### src/design/c3nmc_pkg.sv
// ----------------------------------------------------------------------------
// c3nmc_pkg
// Shared types and constants of the null-masked, clamped 3x3 convolution.
// ----------------------------------------------------------------------------
package c3nmc_pkg;

    localparam int LINE_MAX_DEF   = 1024;
    localparam int PIXEL_BITS_DEF = 16;
    localparam int COEF_FRAC_DEF  = 12;

    localparam int SAMPLE_W    = 16;
    localparam int COEF_W      = 16;
    localparam int KROW_W      = 48;
    localparam int LWIDTH_W    = 11;
    localparam int CLAMP_W     = 32;
    localparam int CFG_DATA_W  = 64;
    localparam int CFG_ADDR_W  = 6;
    localparam int WIN_TAPS    = 9;

    localparam int QDEPTH = 4;
    localparam int QPTR_W = $clog2(QDEPTH);
    localparam int QCNT_W = $clog2(QDEPTH + 1);

    typedef enum logic [2:0] {
        REG_COEF_TOP   = 3'd0,
        REG_COEF_MID   = 3'd1,
        REG_COEF_BOT   = 3'd2,
        REG_LINE_WIDTH = 3'd3,
        REG_NULL_IN    = 3'd4,
        REG_NULL_OUT   = 3'd5,
        REG_CLAMP      = 3'd6,
        REG_NULL_CHECK = 3'd7
    } reg_idx_t;

    typedef struct packed {
        logic [KROW_W-1:0]   coef_top;
        logic [KROW_W-1:0]   coef_mid;
        logic [KROW_W-1:0]   coef_bot;
        logic [LWIDTH_W-1:0] line_width;
        logic [SAMPLE_W-1:0] null_in;
        logic [SAMPLE_W-1:0] null_out;
        logic [CLAMP_W-1:0]  clamp_bounds;
        logic                null_check_on;
    } cfg_t;

    typedef struct packed {
        logic [WIN_TAPS-1:0][SAMPLE_W-1:0] win;
        logic                              is_null;
        logic                              last;
    } item_t;

    // Weight of one window column; left, centre, right map to the packed slots.
    function automatic logic [COEF_W-1:0] kernel_weight(input logic [KROW_W-1:0] krow,
                                                         input logic [1:0] column);
        logic [COEF_W-1:0] w;
        case (column)
            2'd0:    w = krow[31:16];
            2'd1:    w = krow[15:0];
            2'd2:    w = krow[47:32];
            default: w = '0;
        endcase
        return w;
    endfunction

endpackage

### src/design/c3nmc_queue.sv
// ----------------------------------------------------------------------------
// c3nmc_queue
// Short first-in first-out queue of classified windows between the two halves.
// ----------------------------------------------------------------------------
module c3nmc_queue (
    input  logic                         clk,
    input  logic                         rst_n,
    input  logic                         push_valid,
    input  c3nmc_pkg::item_t             push_item,
    input  logic                         pop,
    output logic                         q_valid,
    output c3nmc_pkg::item_t             q_item,
    output logic [c3nmc_pkg::QCNT_W-1:0] q_count
);
    import c3nmc_pkg::*;

    item_t             slot_reg [QDEPTH];
    logic [QPTR_W-1:0] wr_ptr_reg, rd_ptr_reg;
    logic [QCNT_W-1:0] count_reg, count_next;
    logic              do_pop;

    assign q_valid = count_reg != '0;
    assign q_item  = slot_reg[rd_ptr_reg];
    assign q_count = count_reg;
    assign do_pop  = pop && q_valid;

    always_comb
    begin
        count_next = count_reg;
        if (push_valid && !do_pop)
        begin
            count_next = count_reg + QCNT_W'(1);
        end
        else if (do_pop && !push_valid)
        begin
            count_next = count_reg - QCNT_W'(1);
        end
    end

    always_ff @(posedge clk or negedge rst_n)
    begin
        if (!rst_n)
        begin
            wr_ptr_reg <= '0;
            rd_ptr_reg <= '0;
            count_reg  <= '0;
        end
        else
        begin
            count_reg <= count_next;
            if (push_valid)
            begin
                wr_ptr_reg <= wr_ptr_reg + QPTR_W'(1);
            end
            if (do_pop)
            begin
                rd_ptr_reg <= rd_ptr_reg + QPTR_W'(1);
            end
        end
    end

    always_ff @(posedge clk)
    begin
        if (push_valid)
        begin
            slot_reg[wr_ptr_reg] <= push_item;
        end
    end

endmodule

### config.mk
export PLATFORM = sky130hd
export DESIGN_NAME = c3nmc_queue
export DESIGN_NICKNAME = d
export VERILOG_FILES = /design/src/design/c3nmc_pkg.sv /design/src/design/c3nmc_queue.sv
export SDC_FILE = /design/constraint.sdc
export NUM_CORES = 1
export LEC_CHECK = 0
export ABC_AREA = 1
export BUFFER_PORTS_ARGS = -buffer_cell sky130_fd_sc_hd__buf_2
export CAP_MARGIN = 30
export CORE_UTILIZATION = 40
export DETAILED_ROUTE_END_ITERATION = 6
export SLEW_MARGIN = 40
export SYNTH_ARGS = -nofsm -noshare
export SYNTH_HDL_FRONTEND = slang
export SYNTH_SLANG_ARGS = --single-unit
### constraint.sdc
create_clock -name clk -period 4.5 [get_ports clk]
set_clock_uncertainty 0.05 [all_clocks]
set_input_delay 1.35 -clock clk [delete_from_list [all_inputs] [get_ports clk]]
set_output_delay 1.35 -clock clk [all_outputs]
set_load 0.02 [all_outputs]
# After elaboration in Yosys (flattened, before gate mapping)
# Memory sizes are Yosys's and may differ from the RTL's.
# Cells that the tools add are included.
[classes]
mux = 4
reduce_logical = 7
shifts = 0
bitwise = 0
n_div = 0
n_lt_le_gt_ge = 0
addsub = 4
mul = 0
n_eq_ne = 0
[op_table]
columns = ["cell", "n"]
rows = [
  ["3-bit 2-to-1 mux", 2],
  ["2-bit by 1-bit adder with 2-bit output (second input constant)", 2],
  ["3-bit by 1-bit adder with 3-bit output (second input constant)", 1],
  ["1-bit logical AND", 3],
  ["3-bit nonzero test", 1],
  ["3-bit by 1-bit subtractor with 3-bit output (second input constant)", 1],
  ["1-bit logical NOT", 2],
  ["1-bit 2-to-1 mux", 2],
  ["2-bit nonzero test", 1],
]
[word_totals]
regBits = 7
output_inout_bits = 150
rom_bits = 0
wordCells = 19
n_memories = 1
ramBits = 584
latchBits = 0
in_bits = 150
[mem_list]
columns = ["name", "words", "width", "read_ports", "rd_clocked_by_memory_dff", "write_ports", "line", "text"]
rows = [
  ["slot_reg", 4, 146, 1, 0, 1, "c3nmc_queue.sv:17", "item_t slot_reg [QDEPTH];"],
]

# Logic depth before layout (Yosys ltp)
# Gate-level depths: netlist of run 1.
[logic_depth]
ltp_word = 5
mapped_depth = 11
mapped_depth_nobuf = 11

# Worst setup path before layout of run 1
# Ideal clock, no wire load.
[synth_path]
path_kind = "input-to-reg"
start = "input port push_valid"
end = "memory slot_reg[0][0] (netlist name) (enable)"
path_buffers = 1
setup_slack_ns = -0.512
path_stages = 3
t_arrival_ns = 4.463
setup_time_ns = 0.499
required_time_ns = 3.951
path_cell_list = "clkbuf_1 -> nand2_1 -> inv_1"
[synth_via]
elab_chain_cells = 2
[synth_rtl]
columns = ["element", "line", "text"]
rows = [
  ["start: declaration", "c3nmc_queue.sv:8", "input logic push_valid,"],
  ["1-bit 2-to-1 mux", "c3nmc_queue.sv:64", "if (push_valid)"],
  ["1-bit 2-to-1 mux (not written as such)", "c3nmc_queue.sv:66", "slot_reg[wr_ptr_reg] <= push_item;"],
  ["end: declaration", "c3nmc_queue.sv:17", ""],
]
# Every way passes these cells.

==> run metrics, run 1 <==
status=completed; Clk pwr share=25.2%; antenna violations before repair=13; worst path required time=3.10 ns; gr usage total=16.57%; Detailed Route Iter0 Violations=between 500 and 600; post-CTS setup repair buffer count=0; startpoint types=register; Post-synth EDFFs=584; Die Footprint=60,350 um^2; HP Start=q_count[2]; cell taking the most area after synthesis=edfxtp_1; synthesized net count=1,913; Pint=11.93 mW; critical path arrival=2.55 ns; Comb pwr share=35.8%; final instance area=27,730 um^2; CP peak stage delay=about 0.50 ns; max reg flops=584; final net count=2,205; vias in the first global route=13,710; Sw Pwr=7.100 mW; Leak Pwr=11.06 nW; gr ovfl total=0; worst-margin pin slew=approximately 0.72 ns; Die Y-Extent=245.7 um; Flop pwr share=39.0%; Slew Limit Headroom=roughly 52%; Register-to-Register Path Depth=5; max-slew violations=0; hold crit path type=register to register; CTS buffer count=slightly above 60; worst setup path category=register to output pin; core area=58,140 um^2; Final Power=around 19 mW; part of the Yosys area used for sequential elements=74.58%; Achievable Freq=approximately 250 MHz; Util after Layout=47.71%; Mapped Cells=1,757; Reg-to-Reg Start=wr_ptr_reg[0]; first-pass GRT wire length=76,980 um; post-DP HPWL=29,330 um; Synth Area per Inst=13.52 um^2; largest net degree at the start of global routing=137; Remaining DRCs=0; latest clock arrival within the worst-skew pair=0.60 ns; hold_buf cts=0; top-area cell type share of the netlist area=between 70% and 80%; initial core utilization=40.85%; PostCTS Resize Cnt=0; reg-to-reg endpoint=slot_reg[2][46]; worst hold endpoint=q_count[2]; pwr/cell area=686.1 nW/um^2; worst hold stages=2; Mapped Area=23,750 um^2; asr flop ratio synth=under 10%; Min Clock Period, post-route=3.951 ns; crit-path cells=inv_16 > buf_12 > nand2_1 > o211ai_1 > nand2_1 > buf_2; CTS clk-pin slew, worst paths=0.06 ns; Synth Flop Type=edfxtp_1; main area contributors after synthesis=edfxtp_1, o211ai_1, nand2_1; total negative slack=0 ns; H-tree levels=2; final setup fails=0; max cap viols=0; CTS tree=yes; Routed WL=49,890 um; Longest Clk Path Bufs=3; layout cell share with drive strength beyond 1=19.81%; Yosys warning total=0; Critical Path End Type=output pin; synth unique cells=18; RSZ-0062 raised after global routing=false; Sink Count=591; final worst-path cycle share=between 80% and 90%; Switching Share=37.32%; Seq cells post-synth=591; FP Rows=88; Crit-path slowest cell=dfrtp_1; vias per cell=4.793; RePlAce Congestion=0.7384; Avg WL per Cell=around 17 um; DRT Pass-1 Iters=5; Commonest cells post-synth=edfxtp_1, nand2_1, inv_1; I/O Pins=300; most frequent cell after synthesis=edfxtp_1; Buffers on Ports=299; Die W=245.7 um; P&R area growth vs syn=16.78%; reg2reg setup slack=2.28 ns; most frequent CP cell=nand2_1; CP Max Fanout=approximately 140; final-report hold violation count=0; CTS root buf=clkbuf_16; Max IR drop VDD=0.0006677 V; via count=13,760; cell area after placement=~26,000 um^2; remaining antenna violation count after routing=0
-- kinds of logic after synthesis --
family	after synthesis	synth area share (%)
DFF	591	74.58
and+or+nand+nor	463	7.344
buffers and inverters	402	8.403
AOI/OAI and AO/OA	293	9.251
adders and majority gates	6	0.3477
xor gates and xnor gates	2	0.07377
-- final cells by class --
class	count	area [um^2]
diodes	6	15.01
clock buffers	78	1633
clock inverters	36	277.8
fillers	5113	30400
inverters	305	1179
multi-input cells	764	4041
flip-flops and latches	591	17720
well taps	765	957.2
repair buffers	326	1916
-- per-layer routing --
metal / share of wire, % / wire, um / track usage [%] / vias up
li1: - / - / - / 6765
met1: 44 / 22020 / 21.77 / 6623
met2: 48 / 23780 / 27.33 / 282
met3: 6.0 / 2991 / 4.093 / 76
met4: 2.0 / 1015 / 4.421 / 14
met5: 0.17 / 83 / 0 / -
-- worst max path at each step --
stage / from / endpoint / slack (ns) / cells past startpoint
after detailed placement: rd_ptr_reg[0] / q_item[33] / 1.19 / 6
after global placement: rd_ptr_reg[0] / q_item[33] / 1.23 / 6
after CTS: rd_ptr_reg[0] / q_item[112] / 0.52 / 6
after floorplan: push_valid / slot_reg[0][0] / 0.28 / 3
final: rd_ptr_reg[0] / q_item[33] / 0.55 / 6
after global routing: rd_ptr_reg[0] / q_item[36] / 0.37 / 6
-- power by group through the flow --
stage / Sequential, mW / Combinational (mW) / Clock (mW)
2_1_floorplan: 7.58 / 4.90 / 0
3_3_place_gp: 7.50 / 6.89 / 0
3_5_place_dp: 7.54 / 6.97 / 0
4_1_cts: 7.43 / 7.00 / 4.92
5_1_grt: 7.50 / 7.52 / 5.12
6_report: 7.42 / 6.81 / 4.79
-- layout by cell type, fill, tap and decap left out --
master	n
diode_2	6
inv_4	1
clkbuf_16	63
clkbuf_1	15
dfrtp_1	6
xnor2_1	1
fa_1	1
buf_2	299
clkinv_4	1
ha_1	5
inv_1	299
bufinv_16	4
dfrtp_4	1
clkinv_1	16
o211ai_1	292
nor2_1	1
nand3_1	3
buf_4	9
nand4_1	1
buf_12	17
xor2_1	1
inv_6	3
edfxtp_1	584
o21ai_0	1
nand2_1	458
clkinv_2	11
buf_6	1
inv_16	1
clkinvlp_4	5
-- worst max-delay path: cells and delay by family (launching register included) --
kind | cells | cell delay, ns
buf+inv | 3 | 0.94
flops | 1 | 0.50
simple gates | 2 | 0.18
compound gates | 1 | 0.13
-- stage by stage --
| step | setup WS (ns) | std cells | hold WS, ns |
|---|---|---|---|
| 4_1_cts | 0.5239 | 2865 | 0.4450 |
| 3_5_place_dp | 1.192 | 2751 | 0.4308 |
| 3_3_place_gp | 1.234 | 2751 | 0.4271 |
| 2_1_floorplan | 0.2823 | 1757 | 0.4415 |
| 5_1_grt | 0.3698 | 2868 | 0.4766 |
| 6_report | 0.5493 | 2871 | 0.4413 |
No activity file was read; power rests on OpenSTA's default activity.
==> run 2, diff against run 1 <==
Settings changed: CELL_PAD_IN_SITES_DETAIL_PLACEMENT set to 1, CELL_PAD_IN_SITES_GLOBAL_PLACEMENT set to 2, PLACE_DENSITY_LB_ADDON set to 0.1.
==> run 2 against run 1 <==
Compared with the run above:
- fmax is 0.28% higher
- non-clock buffer count increased by 7
- critical path depth stayed put
- critical path type unchanged
- highest routed layer unchanged
==> run metrics, run 2 (same netlist as run 1, synthesis figures left out) <==
commonest non-fill, non-tap cell in the layout=edfxtp_1; I/O Pins=300 (unchanged); pwr/cell area=698.4 nW/um^2 (+1.8%); worst hold stages=2 (unchanged); Die W=245.7 um (unchanged); Reg-to-Reg Start=wr_ptr_reg[0]; status=completed; Detailed Route Iter0 Violations=599 (+5.8%); Achievable Freq=253.8 MHz (+0.28%); via count=14,140 (+2.7%); CTS root buf=clkbuf_16; Max IR drop VDD=0.0004646 V (-30%); Sink Count=591 (unchanged); Buffers on Ports=299 (unchanged); latest clock arrival within the worst-skew pair=0.60 ns (about the same); max cap viols=0 (unchanged); startpoint types=register; HP Start=q_count[2]; final instance area=27,900 um^2 (+0.61%); RSZ-0062 raised after global routing=false; vias per cell=4.916 (+2.6%); critical path arrival=2.54 ns (about the same); CTS buffer count=66 (+8.2%); reg2reg setup slack=2.30 ns (+0.02 ns); Remaining DRCs=0 (unchanged); Avg WL per Cell=19.26 um (+11%); most frequent CP cell=nand2_1; Die Footprint=60,350 um^2 (unchanged); vias in the first global route=14,710 (+7.3%); initial core utilization=40.85% (unchanged); final setup fails=0 (unchanged); RePlAce Congestion=0.7339 (-0.61%); hold_buf cts=0 (unchanged); Critical Path End Type=output pin; CP Max Fanout=184 (+35%); final worst-path cycle share=87.55% (-0.25 points); CP peak stage delay=0.50 ns (about the same); gr usage total=18.63% (+2.1 points); DRT Pass-1 Iters=5 (unchanged); largest net degree at the start of global routing=185 (+35%); worst path required time=3.10 ns (about the same); final-report hold violation count=0 (unchanged); max-slew violations=0 (unchanged); CTS clk-pin slew, worst paths=0.06 ns (about the same); layout cell share with drive strength beyond 1=20.16% (+0.35 points); worst-margin pin slew=0.8062 ns (+0.08267 ns); Die Y-Extent=245.7 um (unchanged); worst setup path category=register to output pin; P&R area growth vs syn=17.49%; reg-to-reg endpoint=slot_reg[2][27]; H-tree levels=3 (+1); final net count=2,217 (+0.54%); hold crit path type=register to register; crit-path cells=inv_16 > buf_4 > nand2_1 > o211ai_1 > nand2_1 > buf_2; remaining antenna violation count after routing=0 (unchanged); antenna violations before repair=14 (+1); Routed WL=55,390 um (+11%); Slew Limit Headroom=46.26% (-5.5 points); max reg flops=584 (unchanged); Longest Clk Path Bufs=3 (unchanged); total negative slack=0 ns (unchanged); CTS tree=yes; cell area after placement=25,860 um^2 (+0.20%); post-DP HPWL=33,790 um (+15%); core area=58,140 um^2 (unchanged); first-pass GRT wire length=84,580 um (+9.9%); Min Clock Period, post-route=3.940 ns (-0.01103 ns); FP Rows=88 (unchanged); gr ovfl total=0 (unchanged); filler instances=6,002 (+17%); Crit-path slowest cell=dfrtp_1; PostCTS Resize Cnt=0 (unchanged); worst hold endpoint=q_count[2]; most frequent cells in the layout=edfxtp_1, nand2_1, inv_1, buf_2, o211ai_1; post-CTS setup repair buffer count=0 (unchanged); Leak Pwr=11.16 nW (+0.84%); Register-to-Register Path Depth=5 (unchanged)
-- run 2: cell count changes in the layout (fill, tap and decap cells not counted), moves of 2 or more --
cell       previous run  this run
diode_2               6         3
clkinv_8              0         2
clkinv_2             11         9
buf_4                 9        17
clkbuf_1             15        13
clkbuf_16            63        69
-- run 2: layer usage --
layer,wire length (um),part of all wire [%],up-vias,GRT usage [%]
met3,3176,5.7,101,5.664
li1,-,-,6771,-
met4,1307,2.4,22,5.608
met5,138,0.25,-,0
met1,22940,41,7005,22.31
met2,27820,50,239,32.10
-- run 2: where the power goes --
| part | internal [mW] | switching (mW) | leakage (nW) |
|---|---|---|---|
| registers | 7.19 | 0.285 | 5.45 |
| clock network | 2.97 | 2.09 | 0.998 |
| logic | 2.01 | 4.94 | 4.71 |
-- run 2: worst max path at each step --
stage | cells after the start | endpoint | from | slack (ns)
after floorplan | 3 | slot_reg[0][0] | push_valid | 0.28
after global placement | 6 | q_item[125] | rd_ptr_reg[0] | 1.20
after detailed placement | 5 | q_item[145] | rd_ptr_reg[1] | 1.17
after CTS | 6 | q_item[112] | rd_ptr_reg[0] | 0.50
after global routing | 6 | q_item[120] | rd_ptr_reg[0] | 0.31
final | 6 | q_item[112] | rd_ptr_reg[0] | 0.56
-- run 2: layout make-up --
class / instances / area [um^2] / share of cell area (%)
flip-flops and latches: 591 / 17720 / 63.49
diodes: 3 / 7.507 / 0.02690
repair buffers: 333 / 1964 / 7.040
inverters: 305 / 1181 / 4.233
clock inverters: 33 / 260.3 / 0.9327
multi-input cells: 764 / 4041 / 14.48
well taps: 765 / 957.2 / 3.430
clock buffers: 82 / 1775 / 6.363
-- run 2: worst max-delay path, delay by kind of cell, from the launching register on --
kind            cells  cell delay, ns
simple gates        2            0.18
compound gates      1            0.10
flops               1            0.50
buf+inv             3            1.09
-- run 2: stage by stage --
stage / std cells / setup WS, ns / power [mW] / utilization, % / hold WS (ns)
2_1_floorplan: 1757 / 0.2823 / 12.49 / - / 0.4415
3_3_place_gp: 2758 / 1.196 / 14.59 / 44.48 / 0.4308
3_5_place_dp: 2758 / 1.172 / 14.75 / 44.48 / 0.4357
4_1_cts: 2873 / 0.5004 / 19.89 / 47.98 / 0.4545
5_1_grt: 2876 / 0.3054 / 20.67 / 48.00 / 0.4891
6_report: 2876 / 0.5604 / 19.49 / 48.00 / 0.4524
==> run 3, diff against run 2 <==
Settings changed: REMOVE_ABC_BUFFERS set to 1.
==> run 3 against run 2 <==
Compared with the run above:
- routed wire length is 0.91% lower
- setup slack worse by 0.022 ns
- via count is 0.70% lower
- register-to-register slack better by 0.09 ns
- sequential power is 0.5% lower
- total power is 0.35% lower
- combinational power hardly changed
- non-clock buffer count is 1 higher
- flip-flop and latch count stayed put
- cell count hardly changed
- clock power is 1% lower
- clock-buffer cell count is 12 higher
- critical path type unchanged
- critical endpoint is now q_item[95]
- largest cell class unchanged
==> run metrics, run 3 (same netlist as run 1, synthesis figures left out) <==
status=completed; met2 routed WL=27,910 um (+0.31%); crit-path cells=inv_16 > buf_4 > nand2_1 > o211ai_1 > nand2_1 > buf_2; final-report hold violation count=0 (unchanged); DRT Pass-1 Iters=4 (-1); PostCTS Resize Cnt=0 (unchanged); H-tree levels=3 (unchanged); Achievable Freq=252.4 MHz (-0.56%); gr usage total=18.21% (-0.42 points); Crit path depth=6 (unchanged); Leak Pwr=11.16 nW (about the same); RePlAce Congestion=0.7339 (unchanged); met3 wire length=2612 um (-18%); largest net degree at the start of global routing=190 (+2.7%); final setup fails=0 (unchanged); startpoint types=register; Min Clock Period, post-route=3.962 ns (+0.02213 ns); critical path arrival=2.56 ns (+0.02 ns); cell area after placement=25,830 um^2 (-0.13%); Sw Pwr=7.270 mW (-0.56%); worst hold stages=2 (unchanged); worst setup path category=register to output pin; met1 wire length=23,180 um (+1.0%); post-route insts no fill=2,877 (+0.035%); Pint=12.15 mW (-0.22%); remaining antenna violation count after routing=0 (unchanged); P&R area growth vs syn=17.34%; final net count=2,218 (+0.045%); CP peak stage delay=0.51 ns (about the same); vias per cell=4.880 (-0.73%); DP Cell Count=2,758 (unchanged); Die Y-Extent=245.7 um (unchanged); most frequent cells in the layout=edfxtp_1, nand2_1, inv_1, buf_2, o211ai_1; FP Rows=88 (unchanged); Max IR drop VDD=0.0004313 V (-7.2%); CTS root buf=clkbuf_16; final instance area=27,870 um^2 (-0.13%); Sink Count=591 (unchanged); core area=58,140 um^2 (unchanged); Final Power=19.42 mW (-0.35%); setup ws final=0.5382 ns (-0.02213 ns); layout cell share with drive strength beyond 1=20.07% (-0.095 points); Critical Path End Type=output pin; via count=14,040 (-0.70%); CP Max Fanout=189 (+2.7%); commonest non-fill, non-tap cell in the layout=edfxtp_1; vias in the first global route=14,370 (-2.3%); dpl ws=1.186 ns (+0.01388 ns); Routed WL=54,880 um (-0.91%); worst path required time=3.10 ns (about the same); Avg WL per Cell=19.08 um (-0.95%); Util after Layout=47.94% (-0.060 points); latest clock arrival within the worst-skew pair=0.57 ns (-0.03 ns); Slew Limit Headroom=41.35% (-4.9 points); Remaining DRCs=0 (unchanged); post-CTS setup repair buffer count=0 (unchanged); CTS buffer count=66 (unchanged); RSZ-0062 raised after global routing=false; initial core utilization=40.85% (unchanged); Comb pwr share=35.9% (+0.2 points); Buffers on Ports=299 (unchanged); pwr/cell area=696.8 nW/um^2 (-0.22%); max cap viols=0 (unchanged); Crit path buffers/inverters=3 (unchanged); Detailed Route Iter0 Violations=491 (-18%); Die Footprint=60,350 um^2 (unchanged); cell family with most CP delay=buffers and inverters; hold_buf cts=0 (unchanged); Longest Clk Path Bufs=3 (unchanged); gr ovfl total=0 (unchanged); Die W=245.7 um (unchanged); Switching Share=37.44% (-0.080 points); antenna violations before repair=10 (-4); hold crit path type=register to register; max-slew violations=0 (unchanged); Register-to-Register Path Depth=5 (unchanged); post-DP HPWL=32,850 um (-2.8%); CTS clk-pin slew, worst paths=0.06 ns (about the same); I/O Pins=300 (unchanged); max reg flops=584 (unchanged); Clk pwr share=25.8% (-0.2 points); first-pass GRT wire length=82,770 um (-2.1%); Crit-path slowest cell=dfrtp_1; CTS tree=yes; most frequent CP cell=nand2_1; uppermost layer routed=met5; worst-margin pin slew=0.8797 ns (+0.07351 ns); final worst-path cycle share=88.04% (+0.49 points); Flop pwr share=38.3% (about the same)
run 3: cell types whose count changed in the layout (fill, tap and decap cells not counted):
| cell | change |
|---|---|
| buf_12 | -3 |
| buf_16 | +1 |
| buf_4 | +3 |
| bufinv_16 | -2 |
| clkbuf_1 | +7 |
| clkbuf_16 | +1 |
| clkbuf_8 | +4 |
| clkinv_1 | -5 |
| clkinv_2 | -3 |
| clkinv_8 | -1 |
| clkinvlp_4 | -4 |
| diode_2 | +1 |
| inv_16 | -1 |
| inv_6 | +3 |
run 3: layout make-up:
cell class	count	area [um^2]
Fill cell	5959	30270
Sequential cell	591	17720
Multi-Input combinational cell	764	4041
Timing Repair Buffer	334	1954
Clock buffer	94	1882
Inverter	305	1186
Tap cell	765	957.2
Clock inverter	20	121.4
Antenna cell	4	10.01
run 3: stage by stage:
stage | hold slack (ns) | setup TNS, ns
final | 0.4566 | 0
after detailed placement | 0.4401 | 0
after CTS | 0.4594 | 0
after global placement | 0.4443 | 0
after global routing | 0.4813 | 0
after floorplan | 0.4414 | -540.05
run 3: worst paths after layout:
check / start / end / slack [ns]
worst min register to register: q_count[2] / q_count[2] / 0.46
worst min-delay path: q_count[2] / q_count[2] / 0.46
worst max register to register: wr_ptr_reg[0] / slot_reg[0][61] / 2.39
worst max-delay path: rd_ptr_reg[0] / q_item[95] / 0.54
max in group asynchronous: rst_n / rd_ptr_reg[1] / 3.64
min in group asynchronous: rst_n / rd_ptr_reg[1] / 0.56
run 3: worst reg2reg max path, stage by stage (launching register included):
cell     delay (ns)
dfrtp_1        0.42
inv_1          0.10
ha_1           0.15
nand2_1        0.10
inv_6          0.56
buf_4          0.41
run 3: power groups by stage:
stage	registers (mW)	logic (mW)	clock network, mW
floorplan	7.75	4.26	0
global placement	7.52	7.01	0
detailed placement	7.56	7.14	0
CTS	7.45	7.16	5.16
global route	7.52	7.68	5.36
finish	7.44	6.97	5.01
run 3: routing by layer:
metal,vias to the layer above,GRT usage [%]
met4,12,5.955
met1,6954,22.39
li1,6760,-
met2,234,31.60
met3,79,4.093
met5,-,0
